==> src/rtl/q8gmv_pkg.sv <==
// Package for the q8 group matvec row block: types, constants and the
// single precision multiply and add used by the datapath. No dependencies.
package q8gmv_pkg;

   localparam int GROUP_SIZE_DEF = 32;
   localparam int LANES_DEF = 8;
   localparam int MAX_GROUPS_DEF = 1024;

   localparam int GPR_W = 11;
   localparam int BASE_W = 16;
   localparam int CSR_IDX_W = 4;
   localparam int CSR_DATA_W = 16;

   localparam logic [CSR_IDX_W-1:0] CSR_GROUPS_PER_ROW = 4'd0;
   localparam logic [CSR_IDX_W-1:0] CSR_OUTPUT_BASE = 4'd1;

   localparam logic [31:0] FP_DEFAULT_NAN = 32'hFFC0_0000;
   localparam logic [31:0] FP_QUIET_BIT = 32'h0040_0000;

   typedef enum logic [2:0] {
      ST_IDLE,
      ST_CONV,
      ST_MUL_W,
      ST_MUL_A,
      ST_ADD,
      ST_EMIT
   } state_type;

   typedef struct packed {
      logic accum;
      logic last;
      logic conv;
      logic mul_w;
      logic mul_a;
      logic add;
      logic emit;
   } cmd_type;

   typedef struct packed {
      logic out_free;
   } status_type;

   function automatic logic is_nan(input logic [31:0] x);
      return (x[30:23] == 8'hFF) && (x[22:0] != 23'd0);
   endfunction

   function automatic logic is_inf(input logic [31:0] x);
      return (x[30:23] == 8'hFF) && (x[22:0] == 23'd0);
   endfunction

   function automatic logic is_zero(input logic [31:0] x);
      return x[30:0] == 31'd0;
   endfunction

   function automatic logic [31:0] fp_mul(input logic [31:0] a, input logic [31:0] b);
      logic        sr;
      logic [23:0] ma;
      logic [23:0] mb;
      logic [47:0] p;
      logic [47:0] q;
      logic [47:0] sq;
      logic [23:0] mant;
      logic        g;
      logic        stk;
      logic [7:0]  field;
      int          ea;
      int          eb;
      int          lead;
      int          er;
      int          sh;
      logic [31:0] res;
      sr = a[31] ^ b[31];
      res = 32'd0;
      if (is_nan(a)) begin
         res = a | FP_QUIET_BIT;
      end else if (is_nan(b)) begin
         res = b | FP_QUIET_BIT;
      end else if ((is_inf(a) && is_zero(b)) || (is_inf(b) && is_zero(a))) begin
         res = FP_DEFAULT_NAN;
      end else if (is_inf(a) || is_inf(b)) begin
         res = {sr, 8'hFF, 23'd0};
      end else begin
         ma = {a[30:23] != 8'd0, a[22:0]};
         mb = {b[30:23] != 8'd0, b[22:0]};
         ea = (a[30:23] == 8'd0) ? 1 : int'(a[30:23]);
         eb = (b[30:23] == 8'd0) ? 1 : int'(b[30:23]);
         p = ma * mb;
         if (p == 48'd0) begin
            res = {sr, 31'd0};
         end else begin
            lead = 0;
            for (int i = 0; i < 48; i++) begin
               if (p[i]) lead = i;
            end
            er = lead + ea + eb - 173;
            q = p << (47 - lead);
            if (er >= 255) begin
               res = {sr, 8'hFF, 23'd0};
            end else begin
               if (er >= 1) begin
                  mant = q[47:24];
                  g = q[23];
                  stk = |q[22:0];
                  field = 8'(er);
               end else begin
                  sh = 1 - er;
                  if (sh > 48) sh = 48;
                  sq = q >> sh;
                  mant = sq[47:24];
                  g = sq[23];
                  stk = (|sq[22:0]) | (|(q & ~({48{1'b1}} << sh)));
                  field = 8'd0;
               end
               res = {sr, field, mant[22:0]} + {31'd0, g & (stk | mant[0])};
            end
         end
      end
      return res;
   endfunction

   function automatic logic [31:0] fp_add(input logic [31:0] a, input logic [31:0] b);
      logic [31:0] big;
      logic [31:0] sml;
      logic [23:0] mbig;
      logic [23:0] msml;
      logic [26:0] xl;
      logic [26:0] xs;
      logic [26:0] xsh;
      logic [27:0] sum;
      logic [26:0] x;
      logic [7:0]  field;
      logic        inc;
      int          ebig;
      int          esml;
      int          d;
      int          e;
      int          lead;
      int          sh;
      logic [31:0] res;
      res = 32'd0;
      if (is_nan(a)) begin
         res = a | FP_QUIET_BIT;
      end else if (is_nan(b)) begin
         res = b | FP_QUIET_BIT;
      end else if (is_inf(a)) begin
         res = (is_inf(b) && (a[31] != b[31])) ? FP_DEFAULT_NAN : a;
      end else if (is_inf(b)) begin
         res = b;
      end else if (is_zero(a) && is_zero(b)) begin
         res = {a[31] & b[31], 31'd0};
      end else begin
         if (a[30:0] >= b[30:0]) begin
            big = a;
            sml = b;
         end else begin
            big = b;
            sml = a;
         end
         mbig = {big[30:23] != 8'd0, big[22:0]};
         msml = {sml[30:23] != 8'd0, sml[22:0]};
         ebig = (big[30:23] == 8'd0) ? 1 : int'(big[30:23]);
         esml = (sml[30:23] == 8'd0) ? 1 : int'(sml[30:23]);
         d = ebig - esml;
         if (d > 27) d = 27;
         xl = {mbig, 3'b000};
         xs = {msml, 3'b000};
         xsh = xs >> d;
         xsh[0] = xsh[0] | (|(xs & ~({27{1'b1}} << d)));
         if (big[31] == sml[31]) begin
            sum = {1'b0, xl} + {1'b0, xsh};
         end else begin
            sum = {1'b0, xl} - {1'b0, xsh};
         end
         if (sum == 28'd0) begin
            res = 32'd0;
         end else begin
            e = ebig;
            if (sum[27]) begin
               x = sum[27:1];
               x[0] = x[0] | sum[0];
               e = e + 1;
            end else begin
               lead = 0;
               for (int i = 0; i < 27; i++) begin
                  if (sum[i]) lead = i;
               end
               sh = 26 - lead;
               if (sh > e - 1) sh = e - 1;
               x = sum[26:0] << sh;
               e = e - sh;
            end
            if (e >= 255) begin
               res = {big[31], 8'hFF, 23'd0};
            end else begin
               field = x[26] ? 8'(e) : 8'd0;
               inc = x[2] & ((|x[1:0]) | x[3]);
               res = {big[31], field, x[25:3]} + {31'd0, inc};
            end
         end
      end
      return res;
   endfunction

endpackage

==> src/rtl/q8gmv_ctrl.sv <==
// Controller for the q8 group matvec row block: chunk and group counting,
// sequencing of the float steps. Depends on q8gmv_pkg.
module q8gmv_ctrl #(
   parameter int GROUP_SIZE = q8gmv_pkg::GROUP_SIZE_DEF,
   parameter int LANES = q8gmv_pkg::LANES_DEF,
   parameter int MAX_GROUPS_PER_ROW = q8gmv_pkg::MAX_GROUPS_DEF
) (
   input  logic                          clock,
   input  logic                          reset,
   input  logic                          req_valid,
   output logic                          req_ready,
   input  logic [q8gmv_pkg::GPR_W-1:0]   groups_per_row,
   input  q8gmv_pkg::status_type         status,
   output q8gmv_pkg::cmd_type            cmd
);
   import q8gmv_pkg::*;

   localparam int CHUNKS = GROUP_SIZE / LANES;
   localparam int CHW = (CHUNKS > 1) ? $clog2(CHUNKS) : 1;
   localparam int GW = $clog2(MAX_GROUPS_PER_ROW + 1);
   localparam int CW = (GW > GPR_W) ? GW : GPR_W;

   state_type       state_ff, state_in;
   logic [CHW-1:0]  chunk_ff, chunk_in;
   logic [GW-1:0]   group_ff, group_in;
   logic [CW-1:0]   eff_groups;
   logic [CW-1:0]   group_next;
   logic            chunk_last;

   always_comb begin
      if (groups_per_row == '0) begin
         eff_groups = CW'(1);
      end else if (CW'(groups_per_row) > CW'(MAX_GROUPS_PER_ROW)) begin
         eff_groups = CW'(MAX_GROUPS_PER_ROW);
      end else begin
         eff_groups = CW'(groups_per_row);
      end
   end

   assign group_next = CW'(group_ff) + CW'(1);
   assign chunk_last = (chunk_ff == CHW'(CHUNKS - 1));

   always_ff @(posedge clock) begin
      if (reset) begin
         state_ff <= ST_IDLE;
         chunk_ff <= '0;
         group_ff <= '0;
      end else begin
         state_ff <= state_in;
         chunk_ff <= chunk_in;
         group_ff <= group_in;
      end
   end

   always_comb begin
      state_in = state_ff;
      chunk_in = chunk_ff;
      group_in = group_ff;
      cmd = '0;
      req_ready = 1'b0;
      unique case (state_ff)
         ST_IDLE: begin
            req_ready = 1'b1;
            if (req_valid) begin
               cmd.accum = 1'b1;
               if (chunk_last) begin
                  cmd.last = 1'b1;
                  chunk_in = '0;
                  state_in = ST_CONV;
               end else begin
                  chunk_in = chunk_ff + CHW'(1);
               end
            end
         end
         ST_CONV: begin
            cmd.conv = 1'b1;
            state_in = ST_MUL_W;
         end
         ST_MUL_W: begin
            cmd.mul_w = 1'b1;
            state_in = ST_MUL_A;
         end
         ST_MUL_A: begin
            cmd.mul_a = 1'b1;
            state_in = ST_ADD;
         end
         ST_ADD: begin
            cmd.add = 1'b1;
            if (group_next >= eff_groups) begin
               group_in = '0;
               state_in = ST_EMIT;
            end else begin
               group_in = GW'(group_next);
               state_in = ST_IDLE;
            end
         end
         ST_EMIT: begin
            if (status.out_free) begin
               cmd.emit = 1'b1;
               state_in = ST_IDLE;
            end
         end
         default: begin
            state_in = ST_IDLE;
         end
      endcase
   end

endmodule

==> config.mk <==
export PLATFORM = sky130hd
export DESIGN_NAME = q8gmv_ctrl
export DESIGN_NICKNAME = d
export VERILOG_FILES = /design/src/rtl/q8gmv_pkg.sv /design/src/rtl/q8gmv_ctrl.sv
export SDC_FILE = /design/constraint.sdc
export NUM_CORES = 1
export LEC_CHECK = 0
export BUFFER_PORTS_ARGS = -buffer_cell sky130_fd_sc_hd__buf_2
export CAP_MARGIN = 20
export CORE_AREA = 2 2 53 55
export DETAILED_ROUTE_END_ITERATION = 10
export DIE_AREA = 0 0 55 57
export PLACE_DENSITY = 0.79
export SETUP_SLACK_MARGIN = 0.15
export SLEW_MARGIN = 10
export SYNTH_ARGS = -nofsm -noshare
export SYNTH_HDL_FRONTEND = slang
export SYNTH_SLANG_ARGS = --single-unit
==> constraint.sdc <==
create_clock -name clock -period 2.6 [get_ports clock]
set_input_delay 0.26 -clock clock [delete_from_list [all_inputs] [get_ports clock]]
set_output_delay 0.26 -clock clock [all_outputs]
set_load 0.005 [all_outputs]
Word-level counts from Yosys, hierarchy flattened
Cells that the tools add are included.
{ "op_classes": {"magnitude_cmp": 2, "mux": 19, "n_eq_ne": 9, "n_addsub": 2, "n_reduce_logical": 4} }
{ "op_table": {"columns": ["op", "n"], "rows": [
  ["2-to-1 mux 11 bit", 3],
  ["one-hot mux 3 bit (6 select lines)", 1],
  ["2-to-1 mux 3 bit", 4],
  ["adder 11 x 1 -> 11 bit (second input constant)", 1],
  ["greater-or-equal comparator 11 bit", 1],
  ["> comparator 11 bit (second input constant)", 1],
  ["logical NOT 11 bit", 1],
  ["2-to-1 mux 1 bit", 8],
  ["equality test 3 x 2 -> 1 bit (second input constant)", 2],
  ["equality test 3 bit (second input constant)", 2],
  ["2-to-1 mux 2 bit", 3],
  ["inequality test 2 bit (second input constant)", 3],
  ["equality test 3 x 1 -> 1 bit (second input constant)", 1],
  ["logical NOT 3 bit", 1],
  ["AND reduction 3 bit", 1],
  ["adder 2 x 1 -> 2 bit (second input constant)", 1],
  ["equality test 2 bit (second input constant)", 1],
  ["AND reduction 2 bit", 1]
]} }
{ "totals": {"output_inout_bits": 8, "regBits": 16} }

Depth between registers and ports, before layout
{ "logic_depth": {"ltp_word": 6, "depth_mapped": 10, "ltp_nobuf": 10} }

Least setup slack after synthesis
Ideal clock, no wire load.
{ "synth_timing": {"path_kind": "reg-to-reg", "start": "register group_ff[0]", "end": "register group_ff[8]", "path_stages_with_launch": 11, "arrival_time_ns": 2.366, "setup_time_ns": 0.060, "t_required_ns": 2.540, "path_slack_ns": 0.175, "cell_sequence": "dfxtp_1 -> ha_1 -> and3_1 -> nand3_1 -> xnor2_1 -> ha_1 -> a211oi_2 -> nor2_1 -> a2111oi_4 -> and2_4 -> a32o_2"} }
{ "synth_between": {"elab_chain_cells": 3} }
{ "synth_lines": {"columns": ["element", "line", "text"], "rows": [
  ["from (decl)", "q8gmv_ctrl.sv:25", "logic [GW-1:0] group_ff, group_in;"],
  ["from (signal assigned)", "q8gmv_ctrl.sv:51", "group_ff <= group_in;"],
  ["adder 11 x 1 -> 11 bit *", "q8gmv_ctrl.sv:40", "assign group_next = CW'(group_ff) + CW'(1);"],
  ["greater-or-equal comparator 11 bit", "q8gmv_ctrl.sv:89", "if (group_next >= eff_groups) begin"],
  ["2-to-1 mux 11 bit *", "q8gmv_ctrl.sv:89", null]
]} }
Mark *: on every way between the ends. The rest lies on a longest branch, timed or not.
A chain may end at the register's enable or synchronous reset.

Worst setup path in the final report
{ "layout_timing": {"start": "register group_ff[2]", "end": "register group_ff[2]"} }
The elaborated chain is that of the path after synthesis.

==> reports/qor.log <==
[logic_synthesis] most used flip-flop cell after synthesis sky130_fd_sc_hd__dfxtp_1
[placement] pre-CTS worst setup slack -0.0501 ns
[power] ratio of total power to cell area 381 nW/µm²
[die] die height 57 µm
[timing] Worst Hold Slack 0.257 ns
[clock_tree] # H-tree levels 1
[worst_hold_path] Hold Path Stages 2
[critical_path] register-to-register setup slack 0.14 ns
[logic_synthesis] largest family of logic cells by synthesized area simple AND/OR/NAND/NOR gates
[route] router iterations before antenna repair 4
[clock_tree] largest buffer count on any clock path 2
[worst_hold_path] hold path start reset
[logic_synthesis] gate count after technology mapping 146
[timing] Worst-Margin Slew 0.680 ns
[cells_and_area] fill cell instance count of the final layout 238
[logic_synthesis] multiplexer area fraction after synthesis 0.849%
[logic_synthesis] main area contributors after synthesis sky130_fd_sc_hd__dfxtp_1, sky130_fd_sc_hd__ha_1, sky130_fd_sc_hd__nand2_1, sky130_fd_sc_hd__xnor2_1, sky130_fd_sc_hd__nand2b_1
[placement] sum of net half-perimeters after detailed placement 2.09 mm
[logic_synthesis] compound-gate portion of the synthesized area 17.4%
[logic_synthesis] simple-gate share of the synthesized area 31.8%
[clock_tree] total clock buffers created by CTS 3
[route] Antenna Nets Post-Route 0
[timing] part of the cycle the worst path needs 94.8%
[critical_path] data arrival time of the critical path 2.68 ns
[critical_path] critical path class reg2reg
[route] max layer used met4
[die] area of the die 3140 µm²
[global_routing] total overflow reported by the global router 0
[clock_tree] TritonCTS clock tree built
[timing] Max-slew headroom 54.5%
[route] post-DR vias/cell 5.62
[status] status completed
[logic_synthesis] Seq/Total Area, Yosys 27.2%
[cells_and_area] most common cell after layout, fill and taps aside sky130_fd_sc_hd__nand2_1
[logic_synthesis] Post-Syn Area 1180 µm²
[critical_path] maximum fanout encountered on the critical timing path 5
[die] Die Wd 55 µm
[timing] Max Freq 406 MHz
[logic_synthesis] per-instance average area after synthesis 8.07 µm²
[cells_and_area] most frequent cells in the layout sky130_fd_sc_hd__nand2_1, sky130_fd_sc_hd__buf_2, sky130_fd_sc_hd__ha_1, sky130_fd_sc_hd__dfxtp_1, sky130_fd_sc_hd__buf_4
[cells_and_area] number of standard cells in the layout, taps in and fillers out 207
[timing] setup repair after global routing missed its margin yes
[logic_synthesis] post-synth top area cell sky130_fd_sc_hd__dfxtp_1
[logic_synthesis] count of yosys warnings during synthesis 0
[route] number of DRC violations after detailed routing 0
[route] number of DRC markers in iteration 0 22
[clock_tree] clock latency on the worst-skew pair 0.29 ns
[power] Max IR drop VDD 0.000278 V
[job] max_cap viols 0
[clock_tree] CTS clock-pin slew for the worst setup and hold paths 0.10 ns
[logic_synthesis] fraction of synthesis flops using an asynchronous set or reset pin 0%
[route] WL final 2.85 mm
[cells_and_area] number of inserted diodes 0
[placement] RePlAce Congestion 0.813
[timing] setup violation total in the final timing report 0
[route] M1 wire length 1.18 mm
[cells_and_area] number of nets in the layout 205
[timing] final critical delay including setup and external delays 2.46 ns
[route] Detail Route met3 WL 118 µm
[critical_path] startpoint of the worst-slack reg-to-reg timing path group_ff[2]
[logic_synthesis] adder-cell share of the synthesized area 13.8%
[route] vias after detailed routing 1,164
[die] Core Footprint 2620 µm²
[worst_hold_path] hold crit path type in2reg
[route] routed wire length per instance 13.8 µm
[critical_path] number of cells on the worst reg-to-reg path 10
[timing] number of slew-limit violations in the final report 0
[die] initial core utilization 45.1%
[global_routing] initial antenna violation count 0
[logic_synthesis] XOR/XNOR Fraction of Synth Area 5.94%
[placement] PortBufs 22
[timing] PnR worst setup slack 0.136 ns
[placement] total instance count after detailed placement 200
[power] leakage component of the power 0.682 nW
[clock_tree] hold-fix buffers at CTS 0
[critical_path] worst setup path startpoint group_ff[2]
[critical_path] startpoint type of the worst setup path flip-flop
[timing] clock skew after layout 0.00477 ns
[critical_path] endpoint class of the critical path flip-flop
[die] row cnt 19
[clock_tree] Clock Sink Count 16
[die] I/O pin total 23
[global_routing] global-route total usage across every layer 20.1%
[worst_hold_path] Worst Hold Path EP state_ff[0]
[logic_synthesis] total nets after synthesis 174
[logic_synthesis] synthesis-stage register bit count 16
[logic_synthesis] Distinct cells, synth 35
[global_routing] pin count of the biggest net entering global routing 12
[clock_tree] cell at the root of the clock tree sky130_fd_sc_hd__clkbuf_4
[critical_path] required arrival time at the worst endpoint 2.82 ns
[timing] final hold violation count 0
[logic_synthesis] Synth top area share 27.2%
[cells_and_area] layout overhead on the synthesized area 30.4%
[route] Routed met2 length 1.52 mm
[global_routing] wire length of the first global-routing pass 4.71 mm
[cells_and_area] share of final-layout standard cells stronger than drive strength 1 36.9%
[logic_synthesis] number of flops mapped to enable cells by yosys 0
[critical_path] Crit Reg-Reg Endpoint group_ff[2]
[power] Final Total Pwr 0.000585 W
[global_routing] vias in the first global route 1,138
## how the worst max path moves through the flow
stage | depth (start not counted) | slack, ns | endpoint
floorplan | 10 | 0.17 | group_ff[8]
global route | 9 | -0.02 | group_ff[2]
CTS | 10 | 0.15 | group_ff[8]
finish | 10 | 0.14 | group_ff[2]
detailed placement | 10 | -0.05 | group_ff[2]
global placement | 11 | 0.07 | group_ff[8]
## stage by stage
| step | instance area (µm²) | utilization (%) | TNS [ns] |
|---|---|---|---|
| 5_1_grt | 1540 | 58.8 | -0.0158 |
| 3_3_place_gp | 1350 | 51.6 | 0 |
| 4_1_cts | 1500 | 57.5 | 0 |
| 6_report | 1540 | 58.8 | 0 |
| 2_1_floorplan | 1180 | - | 0 |
| 3_5_place_dp | 1350 | 51.6 | -0.132 |
## synthesized netlist by cell type (all sizes together), types with 3 or more instances
library cell and count:
xnor2 7, nor3 5, nor2 10, nand2 26
and3 7, nand4 4, o221ai 3, nand3 7
nand2b 8, o21ai 6, a21oi 8, dfxtp 16
buf 4, a32o 4, ha 13
## flip-flops by register name (all words and copies together) (netlist names)
name      cells
chunk_ff      2
state_ff      3
group_ff     11
## cell type report
| cell class | instances | area, µm² | share of cell area (%) |
|---|---|---|---|
| clock buffers | 4 | 36.3 | 2.36 |
| inverters | 3 | 11.3 | 0.733 |
| multi-input cells | 122 | 946 | 61.6 |
| flip-flops and latches | 16 | 327 | 21.3 |
| well taps | 31 | 38.8 | 2.52 |
| repair buffers | 31 | 178 | 11.6 |
## kinds of logic (layout without fill, tap and decap cells)
family,after synthesis,in the layout
adder cells (fa/ha/maj),13,13
multiplexers,1,1
buffers and inverters,8,38
AO/OA/AOI/OAI,26,26
flip-flops,16,16
XOR/XNOR,8,8
AND/OR/NAND/NOR,74,74
## report_power, final
group	internal (W)	total, W	switching [W]
clock	0.0000854	0.000168	0.0000825
combinational	0.0000648	0.000140	0.0000753
sequential	0.000260	0.000277	0.0000177
total	0.000410	0.000585	0.000175
## repair_timing
action                     CTS  global route
pin swaps                   11            10
setup buffers                2             1
gates resized for setup     20             5
setup endpoints to repair   13            13
cloned                       0             0
## worst max-delay path: stages, from the launching register on
cell                        delay, ns
sky130_fd_sc_hd__dfxtp_2         0.35
sky130_fd_sc_hd__and3_4          0.18
sky130_fd_sc_hd__and3_4          0.20
sky130_fd_sc_hd__and3_4          0.22
sky130_fd_sc_hd__xor2_4          0.20
sky130_fd_sc_hd__ha_4            0.23
sky130_fd_sc_hd__nand4_1         0.11
sky130_fd_sc_hd__nor2_2          0.07
sky130_fd_sc_hd__a2111oi_4       0.41
sky130_fd_sc_hd__nand3_2         0.23
sky130_fd_sc_hd__o221ai_2        0.20
## per-layer routing
layer / global-route usage [%] / vias to the layer above
met5: 0 / -
met4: 2.09 / 0
met3: 4.71 / 4
met2: 38.6 / 26
met1: 22.3 / 543
li1: - / 591
Note: power is estimated with default switching activity, not from simulation.
